**config.mk**
```make
export PLATFORM = sky130hd
export DESIGN_NAME = fpa_cell
export DESIGN_NICKNAME = d
export VERILOG_FILES = /design/src/rtl/fpa_pkg.sv /design/src/rtl/fpa_cell.sv
export SDC_FILE = /design/constraint.sdc
export NUM_CORES = 1
export LEC_CHECK = 0
export BUFFER_PORTS_ARGS = -buffer_cell sky130_fd_sc_hd__buf_2
export CAP_MARGIN = 25
export CORE_AREA = 4 4 132 134
export CTS_BUF_LIST = sky130_fd_sc_hd__clkbuf_8
export DETAILED_ROUTE_END_ITERATION = 10
export DIE_AREA = 0 0 136 138
export PLACE_DENSITY = 0.74
export SYNTH_ARGS = -nofsm -noshare
export SYNTH_HDL_FRONTEND = slang
export SYNTH_SLANG_ARGS = --single-unit
```
**constraint.sdc**
```tcl
create_clock -name clk -period 0.8 [get_ports clk]
set_input_delay 0.08 -clock clk [delete_from_list [all_inputs] [get_ports clk]]
set_output_delay 0.08 -clock clk [all_outputs]
set_load 0.01 [all_outputs]
```
**src/rtl/fpa_pkg.sv**
```systemverilog
// ----------------------------------------------------------------------------
// fpa_pkg: shared types and helpers for the fixed-point unit
// Opcodes, channel structs, the pipeline item carried along the cell chain
// and the saturation helpers.
// ----------------------------------------------------------------------------
`default_nettype none
package fpa_pkg;

	localparam int FRACTION_BITS = 8;
	localparam int DATA_W        = 32;
	localparam int ACC_W         = 64;
	// one quotient bit per divider cell
	localparam int Q_BITS        = DATA_W + FRACTION_BITS;
	// start edge to the edge that takes the result
	localparam int PIPE_LAT      = Q_BITS + 2;

	typedef enum logic [3:0] {
		CMD_ADD      = 4'd0,
		CMD_SUB      = 4'd1,
		CMD_MUL      = 4'd2,
		CMD_DIV      = 4'd3,
		CMD_CMP      = 4'd4,
		CMD_INC      = 4'd5,
		CMD_DEC      = 4'd6,
		CMD_FROM_INT = 4'd7,
		CMD_TO_INT   = 4'd8,
		CMD_MAX      = 4'd9
	} cmd_t;

	typedef struct packed {
		logic [3:0]         cmd;
		logic signed [31:0] operand_a;
		logic signed [31:0] operand_b;
	} req_t;

	typedef struct packed {
		logic signed [31:0] result_raw;
		logic               greater;
		logic               greater_equal;
		logic               less;
		logic               less_equal;
		logic               not_equal;
		logic               div_by_zero;
		logic               overflow;
	} rsp_t;

	typedef struct packed {
		logic       gt;
		logic       ge;
		logic       lt;
		logic       le;
		logic       ne;
	} cmp_t;

	typedef struct packed {
		logic [3:0]        cmd;
		logic              neg;
		logic              dz;
		logic              ovf;
		logic [DATA_W-1:0] res;
		cmp_t              cmp;
		logic [DATA_W-1:0] dvs;
		logic [DATA_W-1:0] rem;
		logic [ACC_W-1:0]  acc;
	} item_t;

	// {overflow, value}: sign and magnitude packed into 32 bits, saturating
	function automatic logic [DATA_W:0] sat_pack(input logic neg, input logic [ACC_W-1:0] mag);
		logic [DATA_W:0] r;
		if (!neg) begin
			if (mag > ACC_W'(32'h7FFF_FFFF)) r = {1'b1, 32'h7FFF_FFFF};
			else r = {1'b0, mag[DATA_W-1:0]};
		end else begin
			if (mag > ACC_W'(32'h8000_0000)) r = {1'b1, 32'h8000_0000};
			else r = {1'b0, 32'(-mag[DATA_W-1:0])};
		end
		return r;
	endfunction

	// {overflow, value} from a 33-bit signed sum
	function automatic logic [DATA_W:0] sat_sum(input logic [DATA_W:0] s);
		logic [DATA_W:0] r;
		if (s[DATA_W] != s[DATA_W-1])
			r = {1'b1, s[DATA_W] ? 32'h8000_0000 : 32'h7FFF_FFFF};
		else
			r = {1'b0, s[DATA_W-1:0]};
		return r;
	endfunction

endpackage
`default_nettype wire

```
**src/rtl/fpa_cell.sv**
```systemverilog
// ----------------------------------------------------------------------------
// fpa_cell: one divider cell of the chain
// For a divide, resolves one quotient bit by restoring subtraction; every
// transaction passes on to the next cell every cycle.
// ----------------------------------------------------------------------------
`default_nettype none
module fpa_cell (
	input  wire logic          clk,
	input  wire logic          arst_n,
	input  wire logic          in_valid,
	input  wire fpa_pkg::item_t in_item,
	output      logic          out_valid,
	output      fpa_pkg::item_t out_item
);

	logic                     valid_q;
	fpa_pkg::item_t           item_q;
	fpa_pkg::item_t           nxt;
	logic [fpa_pkg::DATA_W:0] part;
	logic [fpa_pkg::DATA_W:0] diff;

	always_comb begin
		nxt  = in_item;
		part = {in_item.rem, in_item.acc[fpa_pkg::Q_BITS-1]};
		diff = part - {1'b0, in_item.dvs};
		if (in_item.cmd == fpa_pkg::CMD_DIV) begin
			// shift numerator left, take quotient bit into the low end
			nxt.rem = diff[fpa_pkg::DATA_W] ? part[fpa_pkg::DATA_W-1:0]
			                                : diff[fpa_pkg::DATA_W-1:0];
			nxt.acc = {in_item.acc[fpa_pkg::ACC_W-2:0], ~diff[fpa_pkg::DATA_W]};
		end
	end

	always_ff @(posedge clk or negedge arst_n) begin
		if (!arst_n) begin
			valid_q <= 1'b0;
		end else begin
			valid_q <= in_valid;
		end
	end

	always_ff @(posedge clk) begin
		item_q <= nxt;
	end

	assign out_valid = valid_q;
	assign out_item  = item_q;

endmodule
`default_nettype wire

```
* Word level (Yosys, flattened, before mapping)
Cells that the tools add are included.
** Cells by class
- Magnitude comparators :: 0
- Multiply operators :: 0
- Shift operators :: 0
- Muxes and demuxes :: 2
- Bitwise operators :: 1
- Div/mod/pow operators :: 0
- Eq/ne operators :: 1
- Add/subtract/negate cells :: 1
- Reduce and logical (&&, ||, !) cells :: 0
** Operator list (count)
- $mux 96 :: 1
- $sub 33x32->33 :: 1
- $mux 32 :: 1
- $eq 4x2->1 const B :: 1
- $not 1->1 :: 1
** Word-level totals
- Register bits after elaboration :: 173
- RAM bits :: 0
- Memory bits (read-only) :: 0
- Bits of input ports :: 175
- Output and inout port bits :: 173
- Latch bits :: 0
- Memories kept :: 0
- Word-level logic and storage cells :: 19

* Longest topological paths before layout
- Depth after elaboration :: 3
- Mapped depth :: 14
- Mapped depth without buffers :: 13

* Least setup slack after synthesis
Ideal clock, no wire load.
- Kind :: input port to flip-flop
- Start point :: in in_item[39] in the netlist's numbering
- End point :: reg item_q, in the netlist out_item[93]
- Slack :: -1977 ps
- Arrival :: 2645 ps
- Stages :: 14
- Data required time :: 667 ps
- Library setup time :: 133 ps
- Buffers on the path :: 2
- Path through :: inv_1 -> ha_1 -> fa_1 -> nor2b_1 -> o31ai_1 -> a21oi_2 -> nor2_1 -> o41ai_2 -> a2111oi_2 -> or3_1 -> buf_6 -> buf_12 -> mux2i_1 -> a21oi_1
** RTL lines
- start: declaration :: RTL line fpa_cell.sv:11 : input wire fpa_pkg::item_t in_item,
- end signal: assignment :: RTL line fpa_cell.sv:43 : item_q <= nxt;
- end: declaration :: RTL line fpa_cell.sv:17 : fpa_pkg::item_t item_q;

==> metrics.md <==
| Metric | Value |
|---|---|
| Critical path required time | 1.16 ns |
| CP Cell Sequence | buf_12, inv_12, ha_4, a21o_1, a21oi_2, or4b_4, a21oi_4, o41ai_4, buf_4, and3_4, or3_4, buf_12, mux2i_1, o21ai_1 |
| Sequential-to-total area share from yosys stat | between 50% and 60% |
| Port buffer count | 347 |
| Wire length per cell | approximately 22 µm |
| Most common cell in the netlist | nand2_1 |
| Final setup violation count | around 210 |
| Initial core utilization | between 40% and 50% |
| Max_cap viols | 0 |
| Post-synth top area share | between 50 and 60% |
| Leakage power | approximately 0.0066 µW |
| CP max-delay cell | or4b_4 |
| CTS clock-pin slew for the worst setup and hold paths | approximately 0.12 ns |
| Switching Share | about a third |
| Yosys cell types | slightly below 50 |
| Final worst slack | -1.59 ns |
| Share of cells above drive strength 1 | roughly 48% |
| Sequential share of power | between 40% and 50% |
| Top-Level Pins | 348 |
| Worst Path Max Fanout | 7 |
| Top cells by count, synth | nand2_1 (234), dfxtp_1 (172), a21oi_1 (47) |
| CP Launch Type | input pin |
| Die W | between 100 and 150 µm |
| Failing checks | negative setup slack |
| Hold Crit Class | input pin to register |
| Setup TNS | -85.89 ns |
| Crit end category | register |
| Global-route wire length before repair | around 48000 µm |
| RD Place Congestion | between 0.9 and 1 |
| Post-Syn Area per Cell | ~8.6 µm² |
| Fmax | about 420 MHz |
| Switch Pwr | 7480 µW |
| Synth Register Bits | 173 |
| First-pass DRT Iterations | 7 |
| Outcome | finished with violations |
| Gr busiest metal | met2 |
| Slowest cell delay on critical path | roughly 0.5 ns |
| Die span in y | approximately 140 µm |
| Top_reg_cell synth | dfxtp_1 |
| CTS buffer count | 17 |
| Via count | between 8000 and 9000 |
| # rows | between 40 and 50 |
| Period utilization | 299% |
| Post-Syn Instances | between 700 and 800 |
| Placed insts | 1440 |
| Hold Violations, Final | 0 |
| Period minus WS final | about 2.4 ns |
| Combinational power share | 28.5% |
| Final #Nets | 1641 |
| Post-synth ARST share | 0.578% |
| Actual slew at the worst max-slew pin | between 0.4 and 0.5 ns |
| Global Route met2 Usage | 57.1% |
| Slew HR | 70.0% |
| GR Util All Layers | between 30% and 40% |
| Total number of H-tree levels | 4 |
| Area leader, netlist | dfxtp_1 |
| Drt via density | about 5.3 |
| Mapped Nets | just under 1000 |
| DP HPWL | between 15000 and 20000 µm |
| Post-Route WL | 36700 µm |
| Clock power share | roughly 30% |
| VDD IR-drop max | between 1 and 1.5 mV |
| CTS tree | done |
| Largest net degree at the start of global routing | 43 |
| Mapped Area | 6700 µm² |
| Syn-to-layout area delta | 96.6% |
| Crit path buf inv count | 4 |
| Slew Limit Fails | 0 |
| Crit path arrival time | 2.76 ns |
| Pwr/cell area | 1740 nW/µm² |
| Overflow after GRT | 0 |
| CTS root buf | clkbuf_8 |
| First-iteration detailed-routing DRC count | just under 800 |
| Max Buffers Root-to-Sink | 2 |
| Vias in the first global route | roughly 9000 |
| Critical path's most frequent cell | buf_12 |
| Grt met3 use | about a tenth |
| Die footprint | between 15000 and 20000 µm² |
| Clock sink count | roughly 170 |
| CP top delay family | simple AND/OR/NAND/NOR gates |
| Non-filler instance count after layout | roughly 1700 |
| Post-route ant nets | 0 |
| Top cells by area, synth | dfxtp_1 (51%), nand2_1 (13%), ha_1 (6.0%) |
| Grt met1 use | around a third |
| Hold_ws | roughly 0.030 ns |
| CORE AREA | roughly 16000 µm² |
| Crit Path Class | input pin to register |
| Antenna violations before repair | 4 |
| Internal power | between 15000 and 20000 µW |
| Yosys warns | 0 |
| Number of synthesized flops with an enable pin | 0 |
| Unrepaired setup endpoints after global routing | yes |
| Drt drc | 0 |
## flip-flops by register name, indices dropped and copies added (netlist names)
register   count
out_item     172
out_valid      1
## stage by stage
step                instance area, µm²  util, %  total power [µW]  setup WS (ns)
finish                           13200     80.8             22900          -1.59
detailed placement                9670     59.4             14000          -2.11
global route                     13200     80.8             23700          -1.68
CTS                              12600     77.5             21800          -1.50
floorplan                         6850        -             11800          -1.77
global placement                  9670     59.4             14000          -1.99
## worst min-delay path, delay by kind of cell
family | cells | cell delay [ns]
AOI/OAI and AO/OA | 1 | 0.08
buffers and inverters | 1 | 0.14
and+or+nand+nor | 1 | 0.17
## cell usage in the layout (no fill, tap or decap), drive strengths merged, types with 2 or more instances in the layout
master	Yosys	routed
nand2	234	234
clkinv	0	7
nor2	35	35
or3	3	3
buf	9	492
o21ai	60	60
a21o	9	9
nor2b	5	5
a21boi	3	3
xor2	11	11
and2	3	3
nor3	8	8
a21oi	50	50
o21a	5	5
diode	0	2
or2	2	2
o31ai	2	2
dlygate4sd3	0	175
dfxtp	172	172
and3	7	7
clkbuf	19	17
xnor2	13	13
o22ai	2	2
mux2i	14	14
nand4	3	3
and4	2	2
nand2b	5	5
a311oi	2	2
ha	32	32
nand3	9	9
o31a	4	4
inv	38	45
## cells by family after synthesis
group | share of synthesized area, %
and+or+nand+nor | 19.7
DFF | 51.8
AOI/OAI and AO/OA | 12.8
buffers and inverters | 4.24
adders and majority gates | 6.28
xor gates and xnor gates | 3.14
muxes | 2.09
## final timing paths
kind / cells after the start / end / slack (ns) / from
setup / recovery: 14 / out_item[75] / -1.59 / in_item[112]
hold / removal: 3 / out_item[0] / 0.03 / in_item[168]
max in group asynchronous: 3 / out_valid / 0.23 / arst_n
min in group asynchronous: 3 / out_valid / 0.47 / arst_n
## power groups by stage
stage | clock (µW) | sequential (µW) | combinational, µW
floorplan | 0 | 9800 | 2000
global placement | 0 | 9480 | 4480
detailed placement | 0 | 9490 | 4530
CTS | 6760 | 9380 | 5710
global route | 7230 | 9570 | 6940
finish | 6850 | 9550 | 6540
## layer usage
metal  share of wire (%)  vias up
li1                    -     3876
met4                 9.3        6
met2                  48      636
met3                  11      248
met5               0.090        -
met1                  32     4081
## cell type report
cell class,count,area [µm²]
well taps,220,275
diodes,2,5.00
inverters,38,158
flip-flops and latches,173,3620
multi-input cells,536,3230
clock buffers,17,234
fillers,882,3120
clock inverters,15,213
repair buffers,667,5430
## repair_timing
| action | in CTS | in global routing |
|---|---|---|
| gates cloned | 1 | 0 |
| gates resized for setup | 185 | 152 |
| pin swaps | 13 | 10 |
| hold endpoints to repair | 174 | 0 |
| hold buffers | 175 | 0 |
| setup endpoints to repair | 206 | 210 |
| setup buffers | 17 | 3 |
Power figures use the tool's default switching activity.
