--- config.mk ---
export PLATFORM = sky130hd
export DESIGN_NAME = fpa_finish
export DESIGN_NICKNAME = d
export VERILOG_FILES = /design/src/rtl/fpa_pkg.sv /design/src/rtl/fpa_finish.sv
export SDC_FILE = /design/constraint.sdc
export NUM_CORES = 1
export LEC_CHECK = 0
export BUFFER_PORTS_ARGS = -buffer_cell sky130_fd_sc_hd__buf_2
export CORE_MARGIN = 4
export CORE_UTILIZATION = 54
export CTS_CLUSTER_DIAMETER = 200
export CTS_CLUSTER_SIZE = 14
export DETAILED_ROUTE_END_ITERATION = 10
export PLACE_DENSITY = 0.83
export SLEW_MARGIN = 20
export SYNTH_ARGS = -nofsm -noshare
export SYNTH_HDL_FRONTEND = slang
export SYNTH_SLANG_ARGS = --single-unit
--- constraint.sdc ---
create_clock -name clk -period 0.8 [get_ports clk]
set_input_delay 0.08 -clock clk [delete_from_list [all_inputs] [get_ports clk]]
set_output_delay 0.08 -clock clk [all_outputs]
set_load 0.05 [all_outputs]
--- src/rtl/fpa_pkg.sv ---
// ----------------------------------------------------------------------------
// fpa_pkg: shared types and helpers for the fixed-point unit
// Opcodes, channel structs, the pipeline item carried along the cell chain
// and the saturation helpers.
// ----------------------------------------------------------------------------
`default_nettype none
package fpa_pkg;

	localparam int FRACTION_BITS = 8;
	localparam int DATA_W        = 32;
	localparam int ACC_W         = 64;
	// one quotient bit per divider cell
	localparam int Q_BITS        = DATA_W + FRACTION_BITS;
	// start edge to the edge that takes the result
	localparam int PIPE_LAT      = Q_BITS + 2;

	typedef enum logic [3:0] {
		CMD_ADD      = 4'd0,
		CMD_SUB      = 4'd1,
		CMD_MUL      = 4'd2,
		CMD_DIV      = 4'd3,
		CMD_CMP      = 4'd4,
		CMD_INC      = 4'd5,
		CMD_DEC      = 4'd6,
		CMD_FROM_INT = 4'd7,
		CMD_TO_INT   = 4'd8,
		CMD_MAX      = 4'd9
	} cmd_t;

	typedef struct packed {
		logic [3:0]         cmd;
		logic signed [31:0] operand_a;
		logic signed [31:0] operand_b;
	} req_t;

	typedef struct packed {
		logic signed [31:0] result_raw;
		logic               greater;
		logic               greater_equal;
		logic               less;
		logic               less_equal;
		logic               not_equal;
		logic               div_by_zero;
		logic               overflow;
	} rsp_t;

	typedef struct packed {
		logic       gt;
		logic       ge;
		logic       lt;
		logic       le;
		logic       ne;
	} cmp_t;

	typedef struct packed {
		logic [3:0]        cmd;
		logic              neg;
		logic              dz;
		logic              ovf;
		logic [DATA_W-1:0] res;
		cmp_t              cmp;
		logic [DATA_W-1:0] dvs;
		logic [DATA_W-1:0] rem;
		logic [ACC_W-1:0]  acc;
	} item_t;

	// {overflow, value}: sign and magnitude packed into 32 bits, saturating
	function automatic logic [DATA_W:0] sat_pack(input logic neg, input logic [ACC_W-1:0] mag);
		logic [DATA_W:0] r;
		if (!neg) begin
			if (mag > ACC_W'(32'h7FFF_FFFF)) r = {1'b1, 32'h7FFF_FFFF};
			else r = {1'b0, mag[DATA_W-1:0]};
		end else begin
			if (mag > ACC_W'(32'h8000_0000)) r = {1'b1, 32'h8000_0000};
			else r = {1'b0, 32'(-mag[DATA_W-1:0])};
		end
		return r;
	endfunction

	// {overflow, value} from a 33-bit signed sum
	function automatic logic [DATA_W:0] sat_sum(input logic [DATA_W:0] s);
		logic [DATA_W:0] r;
		if (s[DATA_W] != s[DATA_W-1])
			r = {1'b1, s[DATA_W] ? 32'h8000_0000 : 32'h7FFF_FFFF};
		else
			r = {1'b0, s[DATA_W-1:0]};
		return r;
	endfunction

endpackage
`default_nettype wire

--- src/rtl/fpa_finish.sv ---
// ----------------------------------------------------------------------------
// fpa_finish: rounding, saturation and result register
// Rounds the product and quotient half away from zero, saturates and
// drives the result strobe.
// ----------------------------------------------------------------------------
`default_nettype none
module fpa_finish (
	input  wire logic           clk,
	input  wire logic           arst_n,
	input  wire logic           in_valid,
	input  wire fpa_pkg::item_t in_item,
	output      logic           done,
	output      fpa_pkg::rsp_t  rsp
);

	logic                     done_q;
	fpa_pkg::rsp_t            rsp_q;
	fpa_pkg::rsp_t            nxt;
	logic [fpa_pkg::ACC_W-1:0] mq;
	logic [fpa_pkg::ACC_W-1:0] dq;
	logic                     rnd;
	logic [fpa_pkg::DATA_W:0] pk;

	always_comb begin
		mq  = (in_item.acc + (fpa_pkg::ACC_W'(1) << (fpa_pkg::FRACTION_BITS - 1)))
		      >> fpa_pkg::FRACTION_BITS;
		// round up when twice the remainder reaches the divisor
		rnd = {in_item.rem, 1'b0} >= {1'b0, in_item.dvs};
		dq  = {{(fpa_pkg::ACC_W-fpa_pkg::Q_BITS){1'b0}}, in_item.acc[fpa_pkg::Q_BITS-1:0]}
		      + fpa_pkg::ACC_W'(rnd);
		pk  = '0;
		nxt.result_raw    = in_item.res;
		nxt.overflow      = in_item.ovf;
		nxt.div_by_zero   = in_item.dz;
		nxt.greater       = in_item.cmp.gt;
		nxt.greater_equal = in_item.cmp.ge;
		nxt.less          = in_item.cmp.lt;
		nxt.less_equal    = in_item.cmp.le;
		nxt.not_equal     = in_item.cmp.ne;
		case (in_item.cmd)
			fpa_pkg::CMD_MUL: begin
				pk = fpa_pkg::sat_pack(in_item.neg && (mq != '0), mq);
				nxt.result_raw = pk[fpa_pkg::DATA_W-1:0];
				nxt.overflow   = pk[fpa_pkg::DATA_W];
			end
			fpa_pkg::CMD_DIV: begin
				if (!in_item.dz) begin
					pk = fpa_pkg::sat_pack(in_item.neg && (dq != '0), dq);
					nxt.result_raw = pk[fpa_pkg::DATA_W-1:0];
					nxt.overflow   = pk[fpa_pkg::DATA_W];
				end
			end
			default: begin
			end
		endcase
	end

	always_ff @(posedge clk or negedge arst_n) begin
		if (!arst_n) begin
			done_q <= 1'b0;
		end else begin
			done_q <= in_valid;
		end
	end

	always_ff @(posedge clk) begin
		rsp_q <= nxt;
	end

	assign done = done_q;
	assign rsp  = rsp_q;

endmodule
`default_nettype wire

==> results of run 1 <==
[stage by stage]
stage                     instances  area, sq um
after CTS                      1790        12400
after floorplan                1059         7470
after global placement         1754        11300
after detailed placement       1754        11300
[cell families after synthesis]
family / Yosys count
fa+ha+maj: 38
simple gates: 486
buf+inv: 118
xor+xnor: 85
mux: 8
compound gates: 284
flops: 40
[cell usage after synthesis (11+ instances only)]
master,instances,area share
o21a_1,11,0.011
o22ai_1,11,0.0094
ha_1,38,0.065
a31oi_1,12,0.010
nand3_1,52,0.036
nor3_1,54,0.037
xnor2_1,57,0.068
nand4_1,47,0.040
a21o_1,18,0.019
o21ai_0,61,0.042
nand2_1,84,0.043
nor2_1,82,0.042
and3_1,26,0.022
nor4_1,35,0.030
o211ai_1,15,0.015
dfxtp_1,39,0.11
a221o_1,11,0.015
clkbuf_1,38,0.020
and4_1,18,0.022
xor2_1,26,0.031
and2_1,11,0.0094
a21oi_1,38,0.026
a21boi_0,11,0.011
buf_2,19,0.013
inv_1,49,0.025
a211oi_1,20,0.021
[routing by layer]
metal / global-route usage / GRT overflow
met3: 0.663 / 0
met4: 0.775 / 6
met1: 0.741 / 1
met2: 0.908 / 7
met5: 0.307 / 0
[repair_timing]
item | in CTS
pin swaps | 42
hold endpoints to repair | 7
buffers inserted | 19
endpoints found under the setup margin | 73
gates resized for setup | 230
hold buffers | 7
gates cloned | 3
==> results.cfg, run 1 <==
[clock_network]
root_buffer = clkbuf_16
clockBufferDepth = 2
cts_sinks = 40
htreeDepth = 2
numCtsBuffers = 5

[logic_synthesis]
synth_top_family_by_area = simple AND/OR/NAND/NOR gates
synth_ff_type = dfxtp_1
synth_compound_area_frac = 0.269
ys_types = 84
avgSynthCellArea_sq_um = 6.90
synth_xor_xnor_area_share = 0.106
yosysWarnings = 0
synth-seq-cells = 40
synth.mux.area_fraction = 0.0115
syn_inst = 1059
synth-simple-area-share = 0.370
synth-adder-area-share = 0.0651
netlist_area_sq_mm = 0.00730
ys_seq_area_frac = 0.110
synthArstFlopShare = 0.0250
synth_edf_count = 0
synth_nets = 1272

[placed_design]
dp_hpwl_mm = 30.3
port_buffers = 214
pre_cts_slack_ps = -4360
place_congestion = 1.19

[global_route]
grtUsageTotal = 0.765
grt_pass1_wl_mm = 93.4
grt_max_degree = 31
grt_overflow_total = 14
grt_pass1_vias = 15488

[floorplan]
die_w_microns = 124
die_h_microns = 124
io_pins = 215
row_count = 42
start_util = 0.551

[run_status]
haltStage = global routing
status = stopped before the end
error = [ERROR GRT-0116] Global routing finished with congestion. Check the congestion regions in the DRC Viewer.
==> run 2, diff against run 1 <==
Settings changed: CORE_UTILIZATION 54 to 40, CTS_CLUSTER_DIAMETER 200 to default, CTS_CLUSTER_SIZE 14 to default, PLACE_DENSITY 0.83 to default, PLACE_DENSITY_LB_ADDON from default to 0.15.
==> run 2 against run 1 <==
The flow now finishes, with violations (setup timing). Synthesized cell count did not move. Synthesized area did not move.
==> results.cfg, run 2 <==
[floorplan]
io_pins = 215
start_util = 0.407
dieArea_sq_mm = 0.0205
row_count = 49
die_h_microns = 143
die_w_microns = 143
core_sq_mm = 0.0180

[placed_design]
pre_cts_slack_ps = -4240
port_buffers = 214
place_congestion = 0.992
placed_cells = 1845
dp_hpwl_mm = 30.0

[global_route]
antenna_found_initial = 1
grt_pass1_wl_mm = 55.6
grt_overflow_total = 0
grt_pass1_vias = 10423
grt_max_degree = 31
grtUsageTotal = 0.340

[worst_setup_path]
endpoint_kind = flip-flop
cp_num_buf_inv = 4
max_stage_delay_ps = 360
startpoint_type = primary input
path_delay_family = compound AO/OA/AOI/OAI gates
path_max_fanout = 6
critPathKind = primary input to flip-flop
cp.arrival_ps = 4860
cp_common_cell = o21a_1
required_ps = 1010
critPathSlowestCell = a21boi_0

[sta]
post-route-min-period_ps = 4640
hold_viol = 0
fmax_mhz = 215
setup_violations = 73
worst_pin_slew_ps = 606
worst_slack_ps = -3840
rsz0062_at_grt = yes
relSlewSlack = 0.592
whs_ps = 12.7
maxSlewViolCount = 0
min_period_over_period = 5.81

[route]
via_count = 11003
drc = 0
vias_per_cell = 5.87
drt_first_pass_iters = 6
avgRoutedWirePerCell_microns = 19.5
drt_iter0_drc = 924
wl_mm = 36.6
wl_met3_mm = 2.60
top_layer = met4
wl_met2_mm = 17.6
drtAntennaViolNets = 0
wirelength_met1_mm = 15.1

[logic_synthesis]
yosysTopAreaCell = dfxtp_1
synthTopCellsByCount = 84 x nand2_1, 82 x nor2_1, 61 x o21ai_0, 57 x xnor2_1, 54 x nor3_1
synth_nets = 1272
avgSynthCellArea_sq_um = 6.90
synth_edf_count = 0
ys_seq_area_frac = 0.110
synth_top_area_frac = 0.107
synthArstFlopShare = 0.0250
syn_inst = 1059
yosysWarnings = 0
synth_ff_type = dfxtp_1
netlist_top_cells_area = dfxtp_1 11%, xnor2_1 6.8%, ha_1 6.5%
synth-seq-cells = 40
netlist_area_sq_mm = 0.00730
synth_most_common_cell = nand2_1
ys_types = 84

[clock_network]
path_clk_slew_ps = 70
numCtsBuffers = 5
root_buffer = clkbuf_16
cts_tree = built
htreeDepth = 2
cts_sinks = 40
clockBufferDepth = 2

[layout]
final_cell_count_no_fill = 1876
final_common_cell = buf_4
largest_reg_flops = 39
num-nets-final = 1858
fin_util = 0.726
layout.cells.most_common_list = 406 x buf_4, 172 x buf_2, 80 x nor2_1, 80 x nand2_1, 57 x xnor2_1
layout-drive-gt1-share = 0.492
area_delta_synth_final_pct = 78.6

[pwr]
powerDensity_mw_per_mm2 = 776
ir_worst_vdd_v = 0.00143
p_leak_uw = 0.00581

[worst_hold_path]
min_path_type = primary input to flip-flop

[run_status]
violations = setup timing
status = complete, but fails checks

[flow_run]
cap_violations = 0
==> run 2: cell counts after synthesis <==
Identical to the previous run, type by type.
==> run 2: per-stage QoR <==
step / power (uW) / cell area [sq um] / TNS [ps]
CTS: 9910 / 12800 / -124340
detailed placement: 7030 / 11700 / -136710
floorplan: 4590 / 7470 / -119320
global route: 10500 / 13000 / -134330
finish: 10100 / 13000 / -126120
global placement: 6990 / 11700 / -134810
==> run 2: path summary, 6_finish.rpt <==
check | from | endpoint | slack [ps] | cells past startpoint
setup / recovery | in_item[64] | rsp[7] | -3840 | 28
hold / removal | in_item[164] | rsp[38] | 10 | 3
max in group asynchronous | arst_n | done | 620 | 2
min in group asynchronous | arst_n | done | 100 | 2
==> run 2: where the power goes <==
part / leakage, uW / switching, uW / internal (uW)
clock: 0.0000808 / 860 / 1470
sequential: 0.000341 / 106 / 2190
combinational: 0.00539 / 2870 / 2620
total: 0.00581 / 3840 / 6280
==> run 2: metal layers <==
layer / global-route usage / vias up
met5: 0 / -
met1: 0.437 / 5155
li1: - / 5210
met3: 0.0318 / 95
met2: 0.596 / 543
met4: 0.113 / 0
==> run 2: kinds of logic (layout without fill, tap and decap cells) <==
group / after synthesis / after routing / share of synthesized area
other: 0 / 1 / 0
xor gates and xnor gates: 85 / 85 / 0.106
DFF: 40 / 40 / 0.110
buffers and inverters: 118 / 704 / 0.0687
muxes: 8 / 8 / 0.0115
AOI/OAI and AO/OA: 284 / 284 / 0.269
and+or+nand+nor: 486 / 487 / 0.370
adders and majority gates: 38 / 38 / 0.0651
==> run 2: area by class of cell <==
| type | instances | area (sq um) |
|---|---|---|
| Tap cell | 229 | 287 |
| Inverter | 50 | 193 |
| Timing Repair Buffer | 646 | 4890 |
| Clock buffer | 6 | 129 |
| Fill cell | 1503 | 4920 |
| Clock inverter | 2 | 35.0 |
| Antenna cell | 1 | 2.50 |
| Sequential cell | 40 | 855 |
| Multi-Input combinational cell | 902 | 6650 |
==> run 2: what timing repair did <==
action	4_1_cts	5_1_grt
resized for setup	229	45
cloned	0	1
hold buffers	7	0
setup endpoints to repair	73	73
pin swaps	29	30
buffers inserted	8	6
hold endpoints to repair	7	0
Note: power is estimated with default switching activity, not from simulation.
